`src/rtl/core/mrect_pkg.sv`:
```
package mrect_pkg;

  // fixed field widths
  localparam int CFG_W  = 7;
  localparam int AREA_W = 13;

  localparam logic [AREA_W-1:0] AREA_MAX       = 13'd8191;
  localparam logic [CFG_W-1:0]  NUM_COLS_RESET = 7'd64;

  // default sizes
  localparam int DEF_MAX_COLS = 64;
  localparam int DEF_MAX_ROWS = 64;

  // height store control
  typedef struct packed {
    logic rd_en;
    logic wr_en;
    logic clear;
  } hmem_ctl_t;

endpackage

```
`src/rtl/core/mrect_hmem.sv`:
```
module mrect_hmem
  import mrect_pkg::*;
#(
  parameter int DEPTH = DEF_MAX_COLS,
  parameter int AW    = $clog2(DEF_MAX_COLS),
  parameter int DW    = $clog2(DEF_MAX_ROWS + 1)
) (
  input  logic          clk,
  input  logic          rst,
  input  hmem_ctl_t     ctl,
  input  logic [AW-1:0] rd_addr,
  input  logic [AW-1:0] wr_addr,
  input  logic [DW-1:0] wr_data,
  output logic [DW-1:0] rd_data,
  output logic          busy
);

  logic [DW-1:0] mem [DEPTH];
  logic [AW-1:0] sweep;

  // clearing pass after reset or on request
  always_ff @(posedge clk) begin
    if (rst) begin
      busy  <= 1'b1;
      sweep <= '0;
    end else if (busy) begin
      if (sweep == AW'(DEPTH - 1)) begin
        busy  <= 1'b0;
        sweep <= '0;
      end else begin
        sweep <= sweep + 1'b1;
      end
    end else if (ctl.clear) begin
      busy  <= 1'b1;
      sweep <= '0;
    end
  end

  // single write port, registered read
  always_ff @(posedge clk) begin
    if (busy) begin
      mem[sweep] <= '0;
    end else if (ctl.wr_en) begin
      mem[wr_addr] <= wr_data;
    end
    if (ctl.rd_en) begin
      rd_data <= mem[rd_addr];
    end
  end

endmodule

```
`config.mk`:
```
export PLATFORM = sky130hd
export DESIGN_NAME = mrect_hmem
export DESIGN_NICKNAME = d
export VERILOG_FILES = /design/src/rtl/core/mrect_pkg.sv /design/src/rtl/core/mrect_hmem.sv
export SDC_FILE = /design/constraint.sdc
export NUM_CORES = 1
export LEC_CHECK = 0
export BUFFER_PORTS_ARGS = -buffer_cell sky130_fd_sc_hd__buf_4
export CORE_AREA = 4 4 234 236
export DETAILED_ROUTE_END_ITERATION = 12
export DIE_AREA = 0 0 238 240
export PLACE_DENSITY_LB_ADDON = 0.25
export SLEW_MARGIN = 20
export SYNTH_ARGS = -nofsm -noshare
export SYNTH_HDL_FRONTEND = slang
export SYNTH_SLANG_ARGS = --single-unit
```
`constraint.sdc`:
```
create_clock -name clk -period 6.4 [get_ports clk]
set_clock_uncertainty 0.15 [all_clocks]
set_input_delay 1.6 -clock clk [delete_from_list [all_inputs] [get_ports clk]]
set_output_delay 1.6 -clock clk [all_outputs]
set_load 0.03 [all_outputs]
```
## Yosys cells after proc, flatten, opt, wreduce, memory -nomap -nowiden

Memory sizes are Yosys's and may differ from the RTL's. A register that Yosys moved wholly into a read port is not among the register bits.
Index checks and enable logic that the tools add are counted.

- Add/sub/neg operators: 1
- Equality and inequality tests: 1
- Multiplexer cells: 14
- Reduce and logical (&&, ||, !) cells: 2

Operators with widths:

| operator | number |
|---|---|
| two-way mux 6 bit | 4 |
| two-way mux 1 bit | 9 |
| two-way mux 7 bit | 1 |
| OR reduction 7 bit | 1 |
| adder 6 x 1 -> 6 bit (second input constant) | 1 |
| == test 6 bit (second input constant) | 1 |
| nonzero test 2 bit | 1 |

- Register bits after elaboration: 7
- Bits in writable memories: 448
- Input port bits: 24
- Output and inout bits: 8
- Word-level logic and storage cells: 21
- Memories kept: 1

Memory list:

| name | depth | bits a word | rd ports | clocked after Yosys merged registers in | wr ports | RTL line | source |
|---|---|---|---|---|---|---|---|
| mem | 64 | 7 | 1 | 1 | 1 | mrect_hmem.sv:18 | `logic [DW-1:0] mem [DEPTH];` |

## Depth between registers and ports, before layout

Gate-level depths: netlist of the first run.

- Depth after elaboration: 5
- Mapped depth: 9
- Depth with buffers taken out: 6

## Worst setup path after synthesis of the first run

OpenSTA, ideal clock, no wires.

- Kind: input-to-reg
- Start point: input ctl[1] (netlist name)
- End point: memory mem[0][0] (netlist name) (data pin)
- Arrival: 3.132 ns
- Data required time: 5.883 ns
- Slack: 2.751 ns
- Cell stages on the path: 4
- Path buffers: 2
- Cell sequence: nor2b_1 > clkbuf_1 > clkbuf_1 > and2_1

- Word-level cells in the longest chain between the ends: 5

Ends and longest elaborated chain:

| what | RTL line | source |
|---|---|---|
| from (decl) | mrect_hmem.sv:10 | `input hmem_ctl_t ctl,` |
| two-way mux 1 bit | mrect_hmem.sv:43 | `end else if (ctl.wr_en) begin` |
| two-way mux 1 bit | mrect_hmem.sv:41 | `if (busy) begin` |
| two-way mux 1 bit (not written as such) | mrect_hmem.sv:44 | `mem[wr_addr] <= wr_data;` |
| OR reduction 7 bit (no line) | - |  |
| two-way mux 7 bit (no line) | - |  |
| to (decl) | mrect_hmem.sv:18 |  |

Every way passes these cells.

==> results_dict.tcl, run 1 <==
set metrics [dict create \
    syn_avg_cell_area_um2 19.7 \
    syn_nets 950 \
    wl_per_cell_um 25.6 \
    gp_congestion 0.790 \
    synth_flop_cell "edfxtp_1" \
    synthTopCellsByArea "edfxtp_1 75%, mux4_2 13%, nor2_1 1.8%" \
    drc 0 \
    grt.total_usage_pct 15.3 \
    fillCellCount 4662 \
    boundaryPins 32 \
    peakVddDrop_v 0.000190 \
    core_area_um2 52400 \
    area_growth_pct 13.0 \
    layout-drive-gt1-share_pct 22.5 \
    vias 8937 \
    p_int_uw 4880 \
    firstDrtPassIters 5 \
    diodes 0 \
    synth_top_area_share_pct 74.9 \
    cts_buffer_depth 3 \
    worst_pin_slew_ns 1.06 \
    viasPerCell 5.27 \
    cts_setup_buffers 0 \
    power_frac_seq_pct 53.9 \
    cts.sinks 462 \
    ys_seq_elements 462 \
    cts_tree "yes" \
    maxCapViolations 0 \
    path_clk_slew_ns 0.06 \
    critPathCaptureType "register" \
    grt_start_max_net_pins 58 \
    power_density_nw_per_um2 298 \
    synth.distinct_cells 44 \
    fp-row-count 84 \
    comb_power_share_pct 4.4 \
    post_cts_resized 0 \
    fmax_ghz 0.262 \
    root_buffer "clkbuf_16" \
    die_height_um 240 \
    hold_buffers 0 \
    dieArea_um2 57100 \
    switching_share_pct 20.5 \
    worst-endpoint-arrival_ns 3.99 \
    cts_buffers 48 \
    nets 1002 \
    synth_area_leader_cell "edfxtp_1" \
    p_switching_uw 1260 \
    gr-total-overflow 0 \
    path_max_fanout 57 \
    rsz0062_at_grt "false" \
    yosys-top-cells-count "455 x edfxtp_1, 106 x mux4_2, 86 x nor2_1, 42 x nand2_1, 24 x nand2b_1" \
    seqCellArea_um2 13800 \
    hp-class "register to register" \
    first_iter_violations 730 \
    critPathKind "input pin to register" \
    fin_setup_tns_ns 0 \
    outcome "finished, final reports clean" \
    grt_pass1_wl_um 64600 \
    power_frac_clock_pct 41.7 \
    period_share_pct 59.7 \
    htreeDepth 2 \
    final.min_clock_period_ns 3.82 \
    clock_latency_ns 0.57 \
    antenna_found_initial 0 \
    critical_path.startpoint_type "input pin" \
    setup_violations 0 \
    critical_path_required_ns 6.57 \
    grt_pass1_vias 9187 \
    die_x_um 238 \
    synth_edf_count 455 \
    yosys.cell_count.top_type "edfxtp_1" \
    netlist_area_um2 18200 \
    p_leak_uw 0.00685 \
    multi_input_area_um2 4180 \
    hold_viol_final 0 \
    port_buffers 31 \
    yosysSeqAreaShare_pct 75.6 \
    ant_nets 0 \
    initial_core_util_pct 34.8 \
    async_reset_ff_share_pct 0 \
    syn-instance-count 925 \
    max-slew-margin-rel_pct 29.5 \
    stdcell_count 1695 \
    dp.cells 1615 \
    dp_hpwl_um 27400 \
    yosys_warnings 0 \
    reg2reg_slack_ns 3.28 \
    routed_wl_um 43400 \
    drv_slew 0 \
]
==> path summary, 6_finish.rpt <==
path                            to                  start  depth (start not counted)
max reg2reg   mem[52][0]$_DFFE_PP_        busy$_SDFF_PP1_                          6
max           rd_data[6]$_DFFE_PP_             rd_addr[0]                          6
min          sweep[2]$_SDFFE_PP0P_  sweep[2]$_SDFFE_PP0P_                          2
min reg2reg  sweep[2]$_SDFFE_PP0P_  sweep[2]$_SDFFE_PP0P_                          2
==> area by class of cell <==
cell class                 instances  area share, %
sequential                       462           66.9
tap                              688           4.17
multi-input combinational        416           20.3
timing repair buffer              47           1.79
clock buffer                      64           6.22
inverter                           2         0.0364
clock inverter                    16          0.564
==> metal layers <==
| layer | up-vias | track usage [%] | wire length [um] |
|---|---|---|---|
| met5 | - | 0 | 0 |
| met4 | 0 | 4.64 | 1030 |
| met3 | 60 | 2.29 | 2170 |
| met2 | 261 | 23.3 | 19900 |
| met1 | 4740 | 23.1 | 20300 |
| li1 | 3876 | - | - |
==> metrics by stage <==
step | hold slack [ns] | worst slack, ns | utilization (%) | cell area (um^2) | power, uW
4_1_cts | 0.406 | 2.57 | 39.3 | 20600 | 6200
3_5_place_dp | 0.396 | 1.97 | 36.6 | 19200 | 3640
5_1_grt | 0.457 | 2.46 | 39.3 | 20600 | 6350
6_report | 0.403 | 2.58 | 39.3 | 20600 | 6140
2_1_floorplan | 0.348 | 2.75 | - | 18200 | 3540
3_3_place_gp | 0.387 | 1.97 | 36.6 | 19200 | 3640
==> layout by cell type, fill, tap and decap left out, drive strengths merged, types with 12 or more instances in the layout <==
master  Yosys  routed
mux4      106     106
buf        27      47
nor2       86      86
nand3      15      15
edfxtp    455     455
mux2i      13      13
clkbuf     18      64
nand2b     24      24
mux2       12      12
nand2      42      42
o21ai      13      13
clkinv      0      14
==> power by group through the flow <==
stage	Clock [uW]	Sequential, uW	Combinational [uW]
global placement	0	3370	271
floorplan	0	3370	171
finish	2560	3310	268
detailed placement	0	3370	272
global route	2760	3310	287
CTS	2620	3310	272
==> cell families (layout without fill, tap and decap cells) <==
logic type | count (synthesis) | after routing | share of synthesized area (%)
flip-flops | 462 | 462 | 75.6
multiplexers | 131 | 131 | 14.5
AO/OA/AOI/OAI | 83 | 83 | 3.17
AND/OR/NAND/NOR | 200 | 200 | 5.04
buffers and inverters | 47 | 129 | 1.49
adder cells (fa/ha/maj) | 1 | 1 | 0.0686
XOR/XNOR | 1 | 1 | 0.0480
==> critical path, stage by stage <==
cell      delay [ns]
buf_6           0.62
buf_12          0.36
mux4_2          0.56
mux2i_1         0.23
o211ai_1        0.26
a22o_1          0.28
==> flip-flops by register name, summed over array words and instances, names as in the netlist <==
name / cells
mem: 448
busy: 1
sweep: 6
rd_data: 7
(Power assumes the default switching activity.)
==> run 2: changes to the inputs <==
==> constraint.sdc (replaced) <==
create_clock -name clk -period 3.3 [get_ports clk]
set_clock_uncertainty 0.15 [all_clocks]
set_input_delay 0.825 -clock clk [delete_from_list [all_inputs] [get_ports clk]]
set_output_delay 0.825 -clock clk [all_outputs]
set_load 0.03 [all_outputs]
==> run 2 against run 1 <==
Compared with the run above:
- clock power increased by 110%
- sequential cell count unchanged
- global-route usage increased by 0.23 points
- sequential share of layout area decreased by 3.2 points
- critical path depth increased by 2
- first-iteration DRC count decreased by 0.14%
- non-clock buffer count increased by 90
- routed wire length increased by 1.4%
- utilization increased by 1.9 points
- critical endpoint is now rd_data[0]$_DFFE_PP_
==> results_dict.tcl, run 2 (synthesis results as in run 1) <==
set metrics [dict create \
    rsz0062_at_grt "false" \
    nets 1093 \
    p_leak_uw 0.00667 \
    firstDrtPassIters 4 \
    root_buffer "clkbuf_16" \
    drv_slew 0 \
    max-slew-margin-rel_pct 31.0 \
    grt_pass1_vias 9627 \
    fmax_ghz 0.379 \
    layout-drive-gt1-share_pct 30.2 \
    boundaryPins 32 \
    first_iter_violations 729 \
    die_height_um 240 \
    path_clk_slew_ns 0.06 \
    power_density_nw_per_um2 574 \
    hold_buffers 0 \
    fin_setup_tns_ns 0 \
    power_frac_seq_pct 51.7 \
    critical_path.startpoint_type "input pin" \
    maxCapViolations 0 \
    peakVddDrop_v 0.000375 \
    regMostFlops "mem" \
    post_cts_resized 0 \
    grt_start_max_net_pins 65 \
    htreeDepth 2 \
    core_area_um2 52400 \
    final.min_clock_period_ns 2.64 \
    grt_pass1_wl_um 65400 \
    crit_end "rd_data[0]$_DFFE_PP_" \
    wl_per_cell_um 24.5 \
    area_growth_pct 18.6 \
    hold_ws_ns 0.308 \
    outcome "finished, final reports clean" \
    cts_setup_buffers 0 \
    clock_latency_ns 0.58 \
    r2r-end "mem[11][1]$_DFFE_PP_" \
    final_cell_area_um2 21600 \
    die_x_um 238 \
    post_dp_cell_area_um2 20100 \
    worstSetupStartpoint "rd_addr[0]" \
    power_frac_clock_pct 43.7 \
    hp-class "input pin to register" \
    port_buffers 31 \
    drc 0 \
    whs_path_depth 2 \
    viasPerCell 5.14 \
    period_share_pct 79.9 \
    grt.total_usage_pct 15.6 \
    worst_pin_slew_ns 1.04 \
    routed_wl_um 44000 \
    reg_top3 "mem: 448 flops, rd_data: 7 flops, sweep: 6 flops" \
    ant_nets 0 \
    gr-total-overflow 0 \
    hold_viol_final 0 \
    setup_violations 0 \
    dieArea_um2 57100 \
    critPathCaptureType "register" \
    final_common_cell "edfxtp_1" \
    p_switching_uw 2560 \
    cts.sinks 462 \
    rr_startpoint "busy$_SDFF_PP1_" \
    diodes 0 \
    worst-endpoint-arrival_ns 2.81 \
    mostFrequentLayoutCells "455 x edfxtp_1, 122 x buf_4, 106 x mux4_2" \
    reg2reg_slack_ns 0.80 \
    cts_buffer_depth 3 \
    cts_buffers 49 \
    r2r_cells 7 \
    initial_core_util_pct 34.8 \
    dp_hpwl_um 27900 \
    critPathKind "input pin to register" \
    switching_share_pct 20.6 \
    gp_congestion 0.786 \
    comb_power_share_pct 4.6 \
    antenna_found_initial 1 \
    fp-row-count 84 \
    vias 9213 \
    largest_reg_flops 448 \
    cts_tree "yes" \
    critical_path_required_ns 3.48 \
    p_int_uw 9850 \
    path_max_fanout 20 \
]
## run 2: changes by cell type in the layout (fill, tap and decap cells not counted), sizes merged
cell      before  now
buf           47  137
clkinv        14   19
bufinv         2    5
clkbuf        64   61
inv            2    5
clkinvlp       0    1
## run 2: area by class of cell
class / instances / area, um^2
clock buffer: 61 / 1310
clock inverter: 28 / 269
fill: 4615 / 30800
inverter: 2 / 7.51
multi-input combinational: 416 / 4180
sequential: 462 / 13800
tap: 688 / 861
timing repair buffer: 137 / 1210
## run 2: routing by layer
metal / GRT usage, % / part of all wire, % / vias to the layer above / wire length (um)
met5: 0 / 0.030 / - / 13
met4: 4.22 / 2.1 / 2 / 945
met3: 3.31 / 5.8 / 58 / 2570
met2: 24.6 / 47 / 249 / 20600
met1: 22.2 / 45 / 4840 / 19800
li1: - / - / 4064 / -
## run 2: stage by stage
step	total power, uW	instances	setup WS, ns	utilization [%]
floorplan	6880	925	0.426	-
global placement	7120	1705	0.0915	38.2
detailed placement	7120	1705	0.0909	38.2
CTS	12500	1794	0.697	41.3
global route	12800	1794	0.610	41.3
finish	12400	1794	0.664	41.3
## run 2: worst min-delay path by stage
stage / end / slack (ns) / startpoint
6_report: sweep[4]$_SDFFE_PP0P_ / 0.31 / rst
5_1_grt: sweep[4]$_SDFFE_PP0P_ / 0.31 / rst
4_1_cts: sweep[4]$_SDFFE_PP0P_ / 0.29 / rst
3_5_place_dp: sweep[2]$_SDFFE_PP0P_ / 0.40 / sweep[2]$_SDFFE_PP0P_
3_3_place_gp: sweep[2]$_SDFFE_PP0P_ / 0.39 / sweep[2]$_SDFFE_PP0P_
2_1_floorplan: sweep[2]$_SDFFE_PP0P_ / 0.35 / sweep[2]$_SDFFE_PP0P_
## run 2: power by group through the flow
stage,Combinational (uW),Clock [uW],Sequential (uW)
3_3_place_gp,577,0,6540
6_report,569,5430,6420
3_5_place_dp,578,0,6540
4_1_cts,579,5550,6420
5_1_grt,609,5800,6420
2_1_floorplan,332,0,6540
## run 2: critical path, cell delays in order
cell and delay [ns]:
buf_6 0.24, buf_12 0.24, buf_4 0.17, buf_4 0.13, mux4_2 0.49, mux2i_1 0.29
a21oi_1 0.16, a22o_1 0.24
==> run 3: changes to the inputs <==
==> constraint.sdc (replaced) <==
create_clock -name clk -period 2.7 [get_ports clk]
set_clock_uncertainty 0.15 [all_clocks]
set_input_delay 0.675 -clock clk [delete_from_list [all_inputs] [get_ports clk]]
set_output_delay 0.675 -clock clk [all_outputs]
set_load 0.03 [all_outputs]
==> run 3 against run 2 <==
Compared with the run above:
- critical path type unchanged
- power up 27%
- utilization up 0.90 points
- sequential power up 22%
- clock-buffer cell count down 2
- hold slack worse by 0.14 ns
- global-route usage down 0.12 points
- via count up 1.2%
- largest cell class unchanged
- clock power up 33%
==> results_dict.tcl, run 3 (synthesis results as in run 1) <==
set metrics [dict create \
    cts_buffers 49 \
    boundaryPins 32 \
    p_leak_uw 0.00691 \
    fin_setup_tns_ns 0 \
    ant_nets 0 \
    gp_congestion 0.793 \
    vias 9320 \
    cts_setup_buffers 0 \
    gr-total-overflow 0 \
    critPathCaptureType "register" \
    root_buffer "clkbuf_16" \
    max-slew-margin-rel_pct 50.8 \
    grt_pass1_wl_um 65100 \
    setup_violations 0 \
    dieArea_um2 57100 \
    nets 1126 \
    first_iter_violations 856 \
    min_from "rst" \
    dp_hpwl_um 28500 \
    layout-drive-gt1-share_pct 32.2 \
    cts_tree "yes" \
    peakVddDrop_v 0.000450 \
    worst_pin_slew_ns 0.738 \
    drv_slew 0 \
    post-place-ws_ns -0.146 \
    setup_slack_ns 0.472 \
    rr_startpoint "busy$_SDFF_PP1_" \
    maxCapViolations 0 \
    htreeDepth 2 \
    fmax_ghz 0.449 \
    final.min_clock_period_ns 2.23 \
    clock_latency_ns 0.58 \
    fp-row-count 84 \
    highest_layer "met4" \
    drc 0 \
    core_area_um2 52400 \
    regMostFlops "mem" \
    routed-wl-met3_um 2370 \
    hold_path_end "sweep[4]$_SDFFE_PP0P_" \
    firstDrtPassIters 5 \
    post_cts_resized 0 \
    final_common_cell "edfxtp_1" \
    worst-endpoint-arrival_ns 2.41 \
    wl_met2_um 20400 \
    diodes 0 \
    largest_reg_flops 448 \
    post_dp_cell_area_um2 20400 \
    whs_path_depth 2 \
    power_density_nw_per_um2 715 \
    reg_top3 "mem: 448 flops, rd_data: 7 flops, sweep: 6 flops" \
    initial_core_util_pct 34.8 \
    die_height_um 240 \
    grt_start_max_net_pins 65 \
    period_share_pct 82.5 \
    routed_wl_um 43500 \
    critical_path_required_ns 2.88 \
    reg2reg_slack_ns 0.48 \
    path_clk_slew_ns 0.06 \
    mostFrequentLayoutCells "455 x edfxtp_1, 150 x buf_4, 106 x mux4_2" \
    critPathKind "input pin to register" \
    r2r_cells 6 \
    viasPerCell 5.10 \
    path_max_fanout 15 \
    hp-class "input pin to register" \
    cts_buffer_depth 3 \
    cts.sinks 462 \
    rsz0062_at_grt "false" \
    antenna_found_initial 0 \
    area_growth_pct 21.2 \
    port_buffers 31 \
    hold_viol_final 0 \
    power.total_uw 15800 \
    outcome "finished, final reports clean" \
    wl_per_cell_um 23.8 \
    grt_pass1_vias 9653 \
    die_x_um 238 \
    final_cell_area_um2 22100 \
    r2r-end "mem[48][2]$_DFFE_PP_" \
    hold_ws_ns 0.172 \
    critical_path.startpoint_type "input pin" \
    hold_buffers 0 \
    grt.total_usage_pct 15.4 \
    wl_met1_um 20100 \
]
[run 3: cell count changes in the layout (fill, tap and decap cells not counted), sizes merged]
cell	previous run	this run
inv	5	4
buf	137	170
clkinvlp	1	2
clkbuf	61	59
bufinv	5	11
clkinv	19	17
[run 3: worst max path at each step]
| stage | from | end | depth (start not counted) |
|---|---|---|---|
| 6_report | rd_addr[0] | rd_data[4]$_DFFE_PP_ | 8 |
| 3_5_place_dp | rd_addr[0] | rd_data[0]$_DFFE_PP_ | 7 |
| 5_1_grt | busy$_SDFF_PP1_ | mem[49][5]$_DFFE_PP_ | 6 |
| 4_1_cts | rd_addr[0] | rd_data[0]$_DFFE_PP_ | 7 |
| 2_1_floorplan | ctl[1] | mem[41][0]$_DFFE_PP_ | 7 |
| 3_3_place_gp | rd_addr[0] | rd_data[1]$_DFFE_PP_ | 7 |
[run 3: final cells by class]
cell class	count	area (um^2)
timing repair buffer	170	1520
multi-input combinational	416	4180
clock inverter	32	437
inverter	2	7.51
fill	4557	30300
sequential	462	13800
tap	688	861
clock buffer	59	1310
[run 3: per-stage QoR]
step / instances / utilization (%)
after floorplan: 925 / -
after global placement: 1738 / 38.8
after detailed placement: 1738 / 38.8
after CTS: 1829 / 42.2
after global routing: 1829 / 42.2
final: 1829 / 42.2
[run 3: worst max-delay path, cell delays in order]
cell and delay, ns:
buf_6 0.13, buf_12 0.20, buf_12 0.16, mux4_2 0.52, mux2i_1 0.29, buf_4 0.18, a21oi_1 0.06, a22o_1 0.17
[run 3: power by group]
group          switching, uW  total, uW  leakage [uW]  internal (uW)
sequential              26.4       7840       0.00391           7820
combinational            398        748       0.00216            350
clock                   2730       7220      0.000841           4500
total                   3150      15800       0.00691          12700
[run 3: per-layer routing]
metal | GRT usage (%) | up-vias
met5 | 0 | -
li1 | - | 4138
met1 | 22.7 | 4864
met2 | 24.2 | 269
met3 | 2.65 | 49
met4 | 3.94 | 0
